$ cat src/sv/epv_pkg.sv
// shared types and constants for the encoder period velocity block
package epv_pkg;

    // input item kinds carried on s_tuser
    typedef enum logic [1:0] {
        ACT_CAPTURE = 2'd0,
        ACT_READ    = 2'd1,
        ACT_DUTY    = 2'd2,
        ACT_NONE    = 2'd3
    } action_t;

    // configuration register indexes
    typedef enum logic {
        CFG_CLOCK_HZ    = 1'b0,
        CFG_TICKS_REV   = 1'b1
    } cfg_index_t;

    localparam int unsigned TIME_W     = 32;
    localparam int unsigned TICKS_W    = 16;
    localparam int unsigned DUTY_W     = 11;
    localparam int unsigned DRIVE_W    = 10;
    localparam int unsigned VEL_W      = 32;
    localparam int unsigned NUM_W      = 42;
    localparam int unsigned DEN_W      = TIME_W + TICKS_W;
    localparam int unsigned CNT_W      = 6;
    localparam int unsigned IN_DATA_W  = 48;
    localparam int unsigned OUT_DATA_W = 56;

    localparam logic [TIME_W-1:0]  CLOCK_HZ_RESET  = 32'd80000000;
    localparam logic [TICKS_W-1:0] TICKS_REV_RESET = 16'(10 * 63);
    localparam logic [9:0]         MILLI_SCALE     = 10'd1000;
    localparam logic signed [DUTY_W-1:0] DUTY_FULL =  11'sd1000;
    localparam logic signed [DUTY_W-1:0] DUTY_MIN  = -11'sd1000;
    localparam logic [CNT_W-1:0]   DIV_LAST        = CNT_W'(NUM_W - 1);

    // controller to datapath commands
    typedef struct packed {
        logic accept;
        logic mul_load;
        logic div_step;
        logic out_load;
    } epv_cmd_t;

    // datapath to controller status
    typedef struct packed {
        logic in_read;
        logic div_zero;
        logic div_last;
        logic out_free;
    } epv_sts_t;

endpackage

$ cat src/sv/epv_ctrl.sv
// controller state machine sequencing item handling and the divider
module epv_ctrl import epv_pkg::*; (
    input  logic     aclk,
    input  logic     aresetn,
    input  logic     s_tvalid,
    output logic     s_tready,
    input  epv_sts_t sts,
    output epv_cmd_t cmd
);

    typedef enum logic [3:0] {
        ST_IDLE  = 4'b0001,
        ST_MUL   = 4'b0010,
        ST_DIV   = 4'b0100,
        ST_WRITE = 4'b1000
    } state_t;

    state_t state_reg, state_next;

    // state register
    always_ff @(posedge aclk) begin
        if (!aresetn) begin
            state_reg <= ST_IDLE;
        end else begin
            state_reg <= state_next;
        end
    end

    // next state
    always_comb begin
        state_next = state_reg;
        unique case (state_reg)
            ST_IDLE: begin
                if (s_tvalid) begin
                    state_next = sts.in_read ? ST_MUL : ST_WRITE;
                end
            end
            ST_MUL: begin
                state_next = sts.div_zero ? ST_WRITE : ST_DIV;
            end
            ST_DIV: begin
                if (sts.div_last) begin
                    state_next = ST_WRITE;
                end
            end
            ST_WRITE: begin
                if (sts.out_free) begin
                    state_next = ST_IDLE;
                end
            end
            default: begin
                state_next = ST_IDLE;
            end
        endcase
    end

    // commands
    assign s_tready     = (state_reg == ST_IDLE);
    assign cmd.accept   = s_tready && s_tvalid;
    assign cmd.mul_load = (state_reg == ST_MUL);
    assign cmd.div_step = (state_reg == ST_DIV);
    assign cmd.out_load = (state_reg == ST_WRITE) && sts.out_free;

endmodule

$ cat src/sv/epv_dp.sv
// datapath: encoder state, configuration, shift-subtract divider, result register
module epv_dp import epv_pkg::*; (
    input  logic                  aclk,
    input  logic                  aresetn,
    input  logic [IN_DATA_W-1:0]  s_tdata,
    input  logic [1:0]            s_tuser,
    input  logic                  cfg_valid,
    input  logic                  cfg_index,
    input  logic [TIME_W-1:0]     cfg_data,
    output logic                  m_tvalid,
    input  logic                  m_tready,
    output logic [OUT_DATA_W-1:0] m_tdata,
    input  epv_cmd_t              cmd,
    output epv_sts_t              sts
);

    // input item fields
    action_t                   in_action;
    logic [TIME_W-1:0]         in_capture;
    logic                      in_b_rising;
    logic signed [DUTY_W-1:0]  in_duty;
    logic signed [DUTY_W-1:0]  duty_clamped;

    assign in_action   = action_t'(s_tuser);
    assign in_capture  = s_tdata[31:0];
    assign in_b_rising = s_tdata[32];
    assign in_duty     = s_tdata[43:33];

    logic [TIME_W-1:0]        clock_hz_reg;
    logic [TICKS_W-1:0]       ticks_reg;
    logic [TIME_W-1:0]        last_capture_reg;
    logic [TIME_W-1:0]        period_reg, period_next;
    logic [TIME_W-1:0]        period_read_reg;
    logic signed [DUTY_W-1:0] duty_reg;
    logic                     is_read_reg;
    logic                     zero_reg;
    logic                     neg_reg;
    logic [NUM_W-1:0]         quot_reg;
    logic [DEN_W-1:0]         den_reg;
    logic [DEN_W-1:0]         rem_reg;
    logic [CNT_W-1:0]         cnt_reg;
    logic                     m_tvalid_reg;
    logic [OUT_DATA_W-1:0]    m_tdata_reg;

    // configuration registers
    always_ff @(posedge aclk) begin
        if (!aresetn) begin
            clock_hz_reg <= CLOCK_HZ_RESET;
            ticks_reg    <= TICKS_REV_RESET;
        end else if (cfg_valid) begin
            unique case (cfg_index_t'(cfg_index))
                CFG_CLOCK_HZ:  clock_hz_reg <= cfg_data;
                CFG_TICKS_REV: ticks_reg    <= cfg_data[TICKS_W-1:0];
                default:       clock_hz_reg <= clock_hz_reg;
            endcase
        end
    end

    // duty clamp to full scale
    always_comb begin
        priority if (in_duty > DUTY_FULL) begin
            duty_clamped = DUTY_FULL;
        end else if (in_duty < DUTY_MIN) begin
            duty_clamped = DUTY_MIN;
        end else begin
            duty_clamped = in_duty;
        end
    end

    // period seen by a read, stale period dropped when the motor is off
    always_comb begin
        period_next = period_reg;
        if ((duty_reg == '0) && (period_read_reg == period_reg)) begin
            period_next = '0;
        end
    end

    // item state update at accept
    always_ff @(posedge aclk) begin
        if (!aresetn) begin
            last_capture_reg <= '0;
            period_reg       <= '0;
            period_read_reg  <= '0;
            duty_reg         <= '0;
            is_read_reg      <= 1'b0;
        end else if (cmd.accept) begin
            is_read_reg <= (in_action == ACT_READ);
            unique case (in_action)
                ACT_CAPTURE: begin
                    period_reg       <= in_b_rising ? (in_capture - last_capture_reg)
                                                    : (last_capture_reg - in_capture);
                    last_capture_reg <= in_capture;
                end
                ACT_READ: begin
                    period_reg      <= period_next;
                    period_read_reg <= period_next;
                end
                ACT_DUTY: begin
                    duty_reg <= duty_clamped;
                end
                ACT_NONE: begin
                    duty_reg <= duty_reg;
                end
                default: begin
                    duty_reg <= duty_reg;
                end
            endcase
        end
    end

    // period magnitude and the two products
    logic [TIME_W-1:0] period_mag;
    logic [DEN_W-1:0]  den_prod;
    logic [NUM_W-1:0]  num_prod;

    assign period_mag = period_reg[TIME_W-1] ? (TIME_W'(0) - period_reg) : period_reg;
    assign den_prod   = period_mag * ticks_reg;
    assign num_prod   = clock_hz_reg * MILLI_SCALE;

    // one divider step: shift in the next dividend bit, subtract when it fits
    logic [DEN_W:0] trial;
    logic           fits;

    assign trial = {rem_reg, quot_reg[NUM_W-1]};
    assign fits  = (trial >= {1'b0, den_reg});

    // divider registers
    always_ff @(posedge aclk) begin
        if (!aresetn) begin
            cnt_reg  <= '0;
            zero_reg <= 1'b0;
        end else if (cmd.mul_load) begin
            cnt_reg  <= '0;
            zero_reg <= (period_reg == '0) || (ticks_reg == '0);
        end else if (cmd.div_step) begin
            cnt_reg <= cnt_reg + CNT_W'(1);
        end
    end

    always_ff @(posedge aclk) begin
        if (cmd.mul_load) begin
            den_reg  <= den_prod;
            quot_reg <= num_prod;
            rem_reg  <= '0;
            neg_reg  <= period_reg[TIME_W-1];
        end else if (cmd.div_step) begin
            rem_reg  <= fits ? DEN_W'(trial - {1'b0, den_reg}) : trial[DEN_W-1:0];
            quot_reg <= {quot_reg[NUM_W-2:0], fits};
        end
    end

    // saturate and sign the quotient
    logic [VEL_W-1:0] vel_sat;
    logic [VEL_W-1:0] vel_word;

    always_comb begin
        if (neg_reg) begin
            vel_sat = (quot_reg > NUM_W'(32'h8000_0000)) ? 32'h8000_0000
                                                        : quot_reg[VEL_W-1:0];
            vel_word = VEL_W'(0) - vel_sat;
        end else begin
            vel_sat = (quot_reg > NUM_W'(32'h7fff_ffff)) ? 32'h7fff_ffff
                                                        : quot_reg[VEL_W-1:0];
            vel_word = vel_sat;
        end
    end

    // drive magnitudes from the held duty
    logic [DRIVE_W-1:0] drive_a;
    logic [DRIVE_W-1:0] drive_b;
    logic [VEL_W-1:0]   vel_out;

    assign drive_a = duty_reg[DUTY_W-1] ? DRIVE_W'(-duty_reg) : '0;
    assign drive_b = (!duty_reg[DUTY_W-1] && (duty_reg != '0)) ? duty_reg[DRIVE_W-1:0] : '0;
    assign vel_out = (is_read_reg && !zero_reg) ? vel_word : '0;

    // result register
    always_ff @(posedge aclk) begin
        if (!aresetn) begin
            m_tvalid_reg <= 1'b0;
        end else if (cmd.out_load) begin
            m_tvalid_reg <= 1'b1;
        end else if (m_tready) begin
            m_tvalid_reg <= 1'b0;
        end
    end

    always_ff @(posedge aclk) begin
        if (cmd.out_load) begin
            m_tdata_reg <= {4'd0, drive_b, drive_a, vel_out};
        end
    end

    assign m_tvalid = m_tvalid_reg;
    assign m_tdata  = m_tdata_reg;

    // status
    assign sts.in_read  = (in_action == ACT_READ);
    assign sts.div_zero = (period_reg == '0) || (ticks_reg == '0);
    assign sts.div_last = (cnt_reg == DIV_LAST);
    assign sts.out_free = !m_tvalid_reg || m_tready;

endmodule

$ cat src/sv/encoder_period_velocity.sv
// top level of the quadrature encoder period velocity estimator
//
// channel  direction  handshake              payload
// s_       in         s_tvalid / s_tready    s_tdata, s_tuser (item kind)
// m_       out        m_tvalid / m_tready    m_tdata
// cfg_     in         cfg_valid / cfg_ready  cfg_index, cfg_data
//
// capture, set-duty and unused items go from accept straight to the result load
// a velocity read takes one product step, then the one-bit-per-cycle
// shift-subtract divider, then the result load
// a read with zero period or zero ticks per turn skips the divider and gives zero velocity
// one item is handled at a time; the next is accepted while the result waits,
// and its own result load stalls until the waiting result is taken
// aresetn is synchronous, active low; it restores the register defaults
module encoder_period_velocity import epv_pkg::*; (
    input  logic                  aclk,
    input  logic                  aresetn,
    input  logic                  s_tvalid,
    output logic                  s_tready,
    // capture_time [31:0], b_rising [32], duty_permille [43:33], zero fill
    input  logic [IN_DATA_W-1:0]  s_tdata,
    // action [1:0]
    input  logic [1:0]            s_tuser,
    output logic                  m_tvalid,
    input  logic                  m_tready,
    // velocity_mrps [31:0], drive_a [41:32], drive_b [51:42], zero fill
    output logic [OUT_DATA_W-1:0] m_tdata,
    input  logic                  cfg_valid,
    output logic                  cfg_ready,
    input  logic                  cfg_index,
    input  logic [TIME_W-1:0]     cfg_data
);

    epv_cmd_t cmd;
    epv_sts_t sts;

    // configuration is taken whenever offered
    assign cfg_ready = 1'b1;

    // controller
    epv_ctrl u_ctrl (
        .aclk     (aclk),
        .aresetn  (aresetn),
        .s_tvalid (s_tvalid),
        .s_tready (s_tready),
        .sts      (sts),
        .cmd      (cmd)
    );

    // datapath
    epv_dp u_dp (
        .aclk      (aclk),
        .aresetn   (aresetn),
        .s_tdata   (s_tdata),
        .s_tuser   (s_tuser),
        .cfg_valid (cfg_valid),
        .cfg_index (cfg_index),
        .cfg_data  (cfg_data),
        .m_tvalid  (m_tvalid),
        .m_tready  (m_tready),
        .m_tdata   (m_tdata),
        .cmd       (cmd),
        .sts       (sts)
    );

endmodule
$ cat config.mk
export PLATFORM = sky130hd
export DESIGN_NAME = encoder_period_velocity
export DESIGN_NICKNAME = d
export VERILOG_FILES = /design/src/sv/epv_pkg.sv /design/src/sv/epv_ctrl.sv /design/src/sv/epv_dp.sv /design/src/sv/encoder_period_velocity.sv
export SDC_FILE = /design/constraint.sdc
export NUM_CORES = 2
export LEC_CHECK = 0
export ABC_AREA = 1
export BUFFER_PORTS_ARGS = -buffer_cell sky130_fd_sc_hd__clkbuf_2
export CAP_MARGIN = 20
export CELL_PAD_IN_SITES_DETAIL_PLACEMENT = 0
export CELL_PAD_IN_SITES_GLOBAL_PLACEMENT = 1
export CORE_MARGIN = 4
export CORE_UTILIZATION = 34
export DETAILED_ROUTE_END_ITERATION = 12
export HOLD_SLACK_MARGIN = 0.03
export PLACE_DENSITY_LB_ADDON = 0.08
export SYNTH_ARGS = -nofsm -noshare
export SYNTH_HDL_FRONTEND = slang
export SYNTH_SLANG_ARGS = --single-unit
$ cat constraint.sdc
create_clock -name aclk -period 14 [get_ports aclk]
set_input_delay 2.8 -clock aclk [delete_from_list [all_inputs] [get_ports aclk]]
set_output_delay 2.8 -clock aclk [all_outputs]
set_load 0.01 [all_outputs]
==> results.md <==
- Clock transition at path regs: 0.06 ns
- Post-DP HPWL: 122,000 µm
- DRC violations left: 0
- Largest net degree at the start of global routing: 86
- FILL cells: 14,300
- CTS buffer count: 48
- Critical path type: reg2reg
- Most Crowded Layer GR: met2
- Vias: 39,100
- Max reg flops: 52
- Mapped Avg Cell Area: 7.45 µm²
- Worst EP arrival: 9.06 ns
- Nets@finish: 7,052
- Asr flop ratio synth: 0%
- Max Slew Vio Count: 0
- Max Cap Violations: 0
- Critical-path top delay cell: fa_1
- Floorplan row count: 133
- Synth top area cells: fa_1 24%, dfxtp_1 9.7%, nand2_1 9.6%
- Final Critical Period: 8.68 ns
- Setup TNS: 0 ns
- Bufs on Longest Clock Path: 3
- CP endpoint kind: flop
- Drt total wl: 153,000 µm
- Clock Sinks: 359
- Synth-to-Final Area Change: 9.05%
- Antenna violations before repair: 6
- Setup Viol. Count Final: 0
- GRT Overall Usage: 22.3%
- Sequential share of the synthesized area: 19.0%
- M3 GR Usage: 3.60%
- GPL Wtd Cong: 0.877
- Skew-Pair Late Insertion Delay: 0.64 ns
- Starting density of the core: 34.3%
- Global routing met2 resource utilization: 35.8%
- Mapped cell area: 45,200 µm²
- FF+latch count, synth: 359
- Wire length per cell: 19.4 µm
- ANT nets after route: 0
- DIE AREA: 139,000 µm²
- Sequential Area: 8600 µm²
- Die H: 373 µm
- CTS Hold Bufs: 0
- # Post-CTS Setup Buffers: 0
- RSZ-0062 raised after global routing: false
- Chip Width: 373 µm
- Post-Synthesis Cells: 6,066
- CTS tree: yes
- Slew margin rel.: 35.0%
- Met1 global-route usage: 31.0%
- Count leader, synth: nand2_1
- Drt pass-1 iters: 5
- EDFF count, synth: 140
- Number of global-route vias before repair: 40,300
- Non-Filler Instances: 7,904
- Synth warn: 0
- First-pass GRT wire length: 240,000 µm
- Yosys cell types: 69
- Port bufs: 137
- Clk root buf: clkbuf_16
- CTS resizes: 0
- Post-synth top area share: 23.9%
- Area taken by multi-input logic gates: 31,700 µm²
- Outcome: completed
- Peak VDD IR: 0.0823 mV
- Slowest stage delay, CP: 0.62 ns
- Via/cell ratio: 4.94
- Period utilization: 62.0%
- CORE AREA: 132,000 µm²
- Prevailing post-synth register cell: dfxtp_1
- Post-synth top cells: 1,156 x nand2_1, 1,051 x inv_1, 752 x nor2_1
- Clock Skews: 0.0387 ns
- Worst path required time: 14.38 ns
- Worst Tran Pin Value: 0.975 ns
- I/O pin count: 147
- Worst hold path type: reg2reg
- Crit path max fanout: 19
- Dominant cell type by area after synthesis: fa_1
- CP startpoint kind: flop
- H-tree depth: 2
- Pwr/cell area: 139 nW/µm²
- GRT Residual Overflow: 0
- Drt first-iter violations: 2,350
- Layout cell share with drive strength beyond 1: 6.23%
- FMAX: 0.115 GHz
- Final hold viol count: 0
- DP Cell Count: 7,806
- Leakage: 23.7 nW
==> metal layers <==
layer,vias to the layer above,routed length [µm]
met5,-,13
met2,755,68900
met4,2,4400
met1,18800,72600
li1,19300,-
met3,154,7440
==> stage by stage <==
stage / power (W) / worst slack [ns] / area [µm²] / utilization, % / hold slack, ns
final: 0.00685 / 5.32 / 49300 / 37.4 / 0.484
after global routing: 0.00761 / 4.67 / 49300 / 37.4 / 0.508
after CTS: 0.00694 / 5.28 / 49200 / 37.3 / 0.482
after detailed placement: 0.00567 / 5.31 / 47600 / 36.1 / 0.472
after global placement: 0.00567 / 5.36 / 47600 / 36.1 / 0.464
after floorplan: 0.00437 / 7.20 / 45200 / - / 0.406
==> power breakdown <==
group	switching, W	total, W	internal, W
clock network	0.000524	0.00122	0.000696
registers	0.0000629	0.00128	0.00122
logic	0.00286	0.00435	0.00149
==> layout by cell type (no fill, tap or decap), types with 9 or more instances in the layout <==
cell type	count
fa_1	539
nand3_1	273
nor2_2	9
clkinv_2	13
inv_2	12
a21oi_1	423
a211oi_1	12
inv_1	1049
a21o_1	17
o211ai_1	30
buf_4	54
dfxtp_1	213
o31ai_1	18
or2_2	22
clkbuf_2	136
clkinv_1	18
nor3_2	11
xor2_1	82
nor2_1	747
nand4_1	61
xnor2_1	44
o21bai_1	24
nor3_1	50
nor4_1	18
nand2_2	21
o22ai_1	10
a31oi_1	30
edfxtp_1	140
clkbuf_16	49
o21a_1	13
o21ai_0	390
nand2_1	1155
ha_1	321
==> logic make-up (layout without fill, tap and decap cells) <==
kind of cell	Yosys count	in the layout	share of synthesized area, %
xor gates and xnor gates	127	127	2.46
AOI/OAI and AO/OA	1019	1019	12.4
other	2	11	0.0166
DFF	359	359	19.0
adders and majority gates	860	860	32.8
buffers and inverters	1288	1362	11.0
and+or+nand+nor	2405	2405	22.3
muxes	6	6	0.133
==> final timing paths <==
path,from,to,slack [ns],cells past startpoint
worst max-delay path,u_dp.period_reg[0],u_dp.den_reg[47],5.32,35
worst min-delay path,u_dp.period_read_reg[11],u_dp.period_read_reg[11],0.48,2
worst max register to register,u_dp.period_reg[0],u_dp.den_reg[47],5.32,35
worst min register to register,u_dp.period_read_reg[11],u_dp.period_read_reg[11],0.48,2
==> final cells by class <==
cell class / count / area share [%]
multi-input cells: 4422 / 64.3
flip-flops and latches: 359 / 17.4
inverters: 1080 / 8.24
well taps: 1755 / 4.46
clock buffers: 57 / 2.59
repair buffers: 193 / 2.36
clock inverters: 32 / 0.584
diodes: 6 / 0.0305
==> critical path: cells and delay by family (launching register included) <==
kind / cells / cell delay, ns
AOI/OAI and AO/OA: 6 / 1.20
buffers and inverters: 9 / 0.83
xor gates and xnor gates: 1 / 0.16
and+or+nand+nor: 11 / 2.13
DFF: 1 / 0.29
adders and majority gates: 8 / 3.76
No activity file was read; power rests on OpenSTA's default activity.
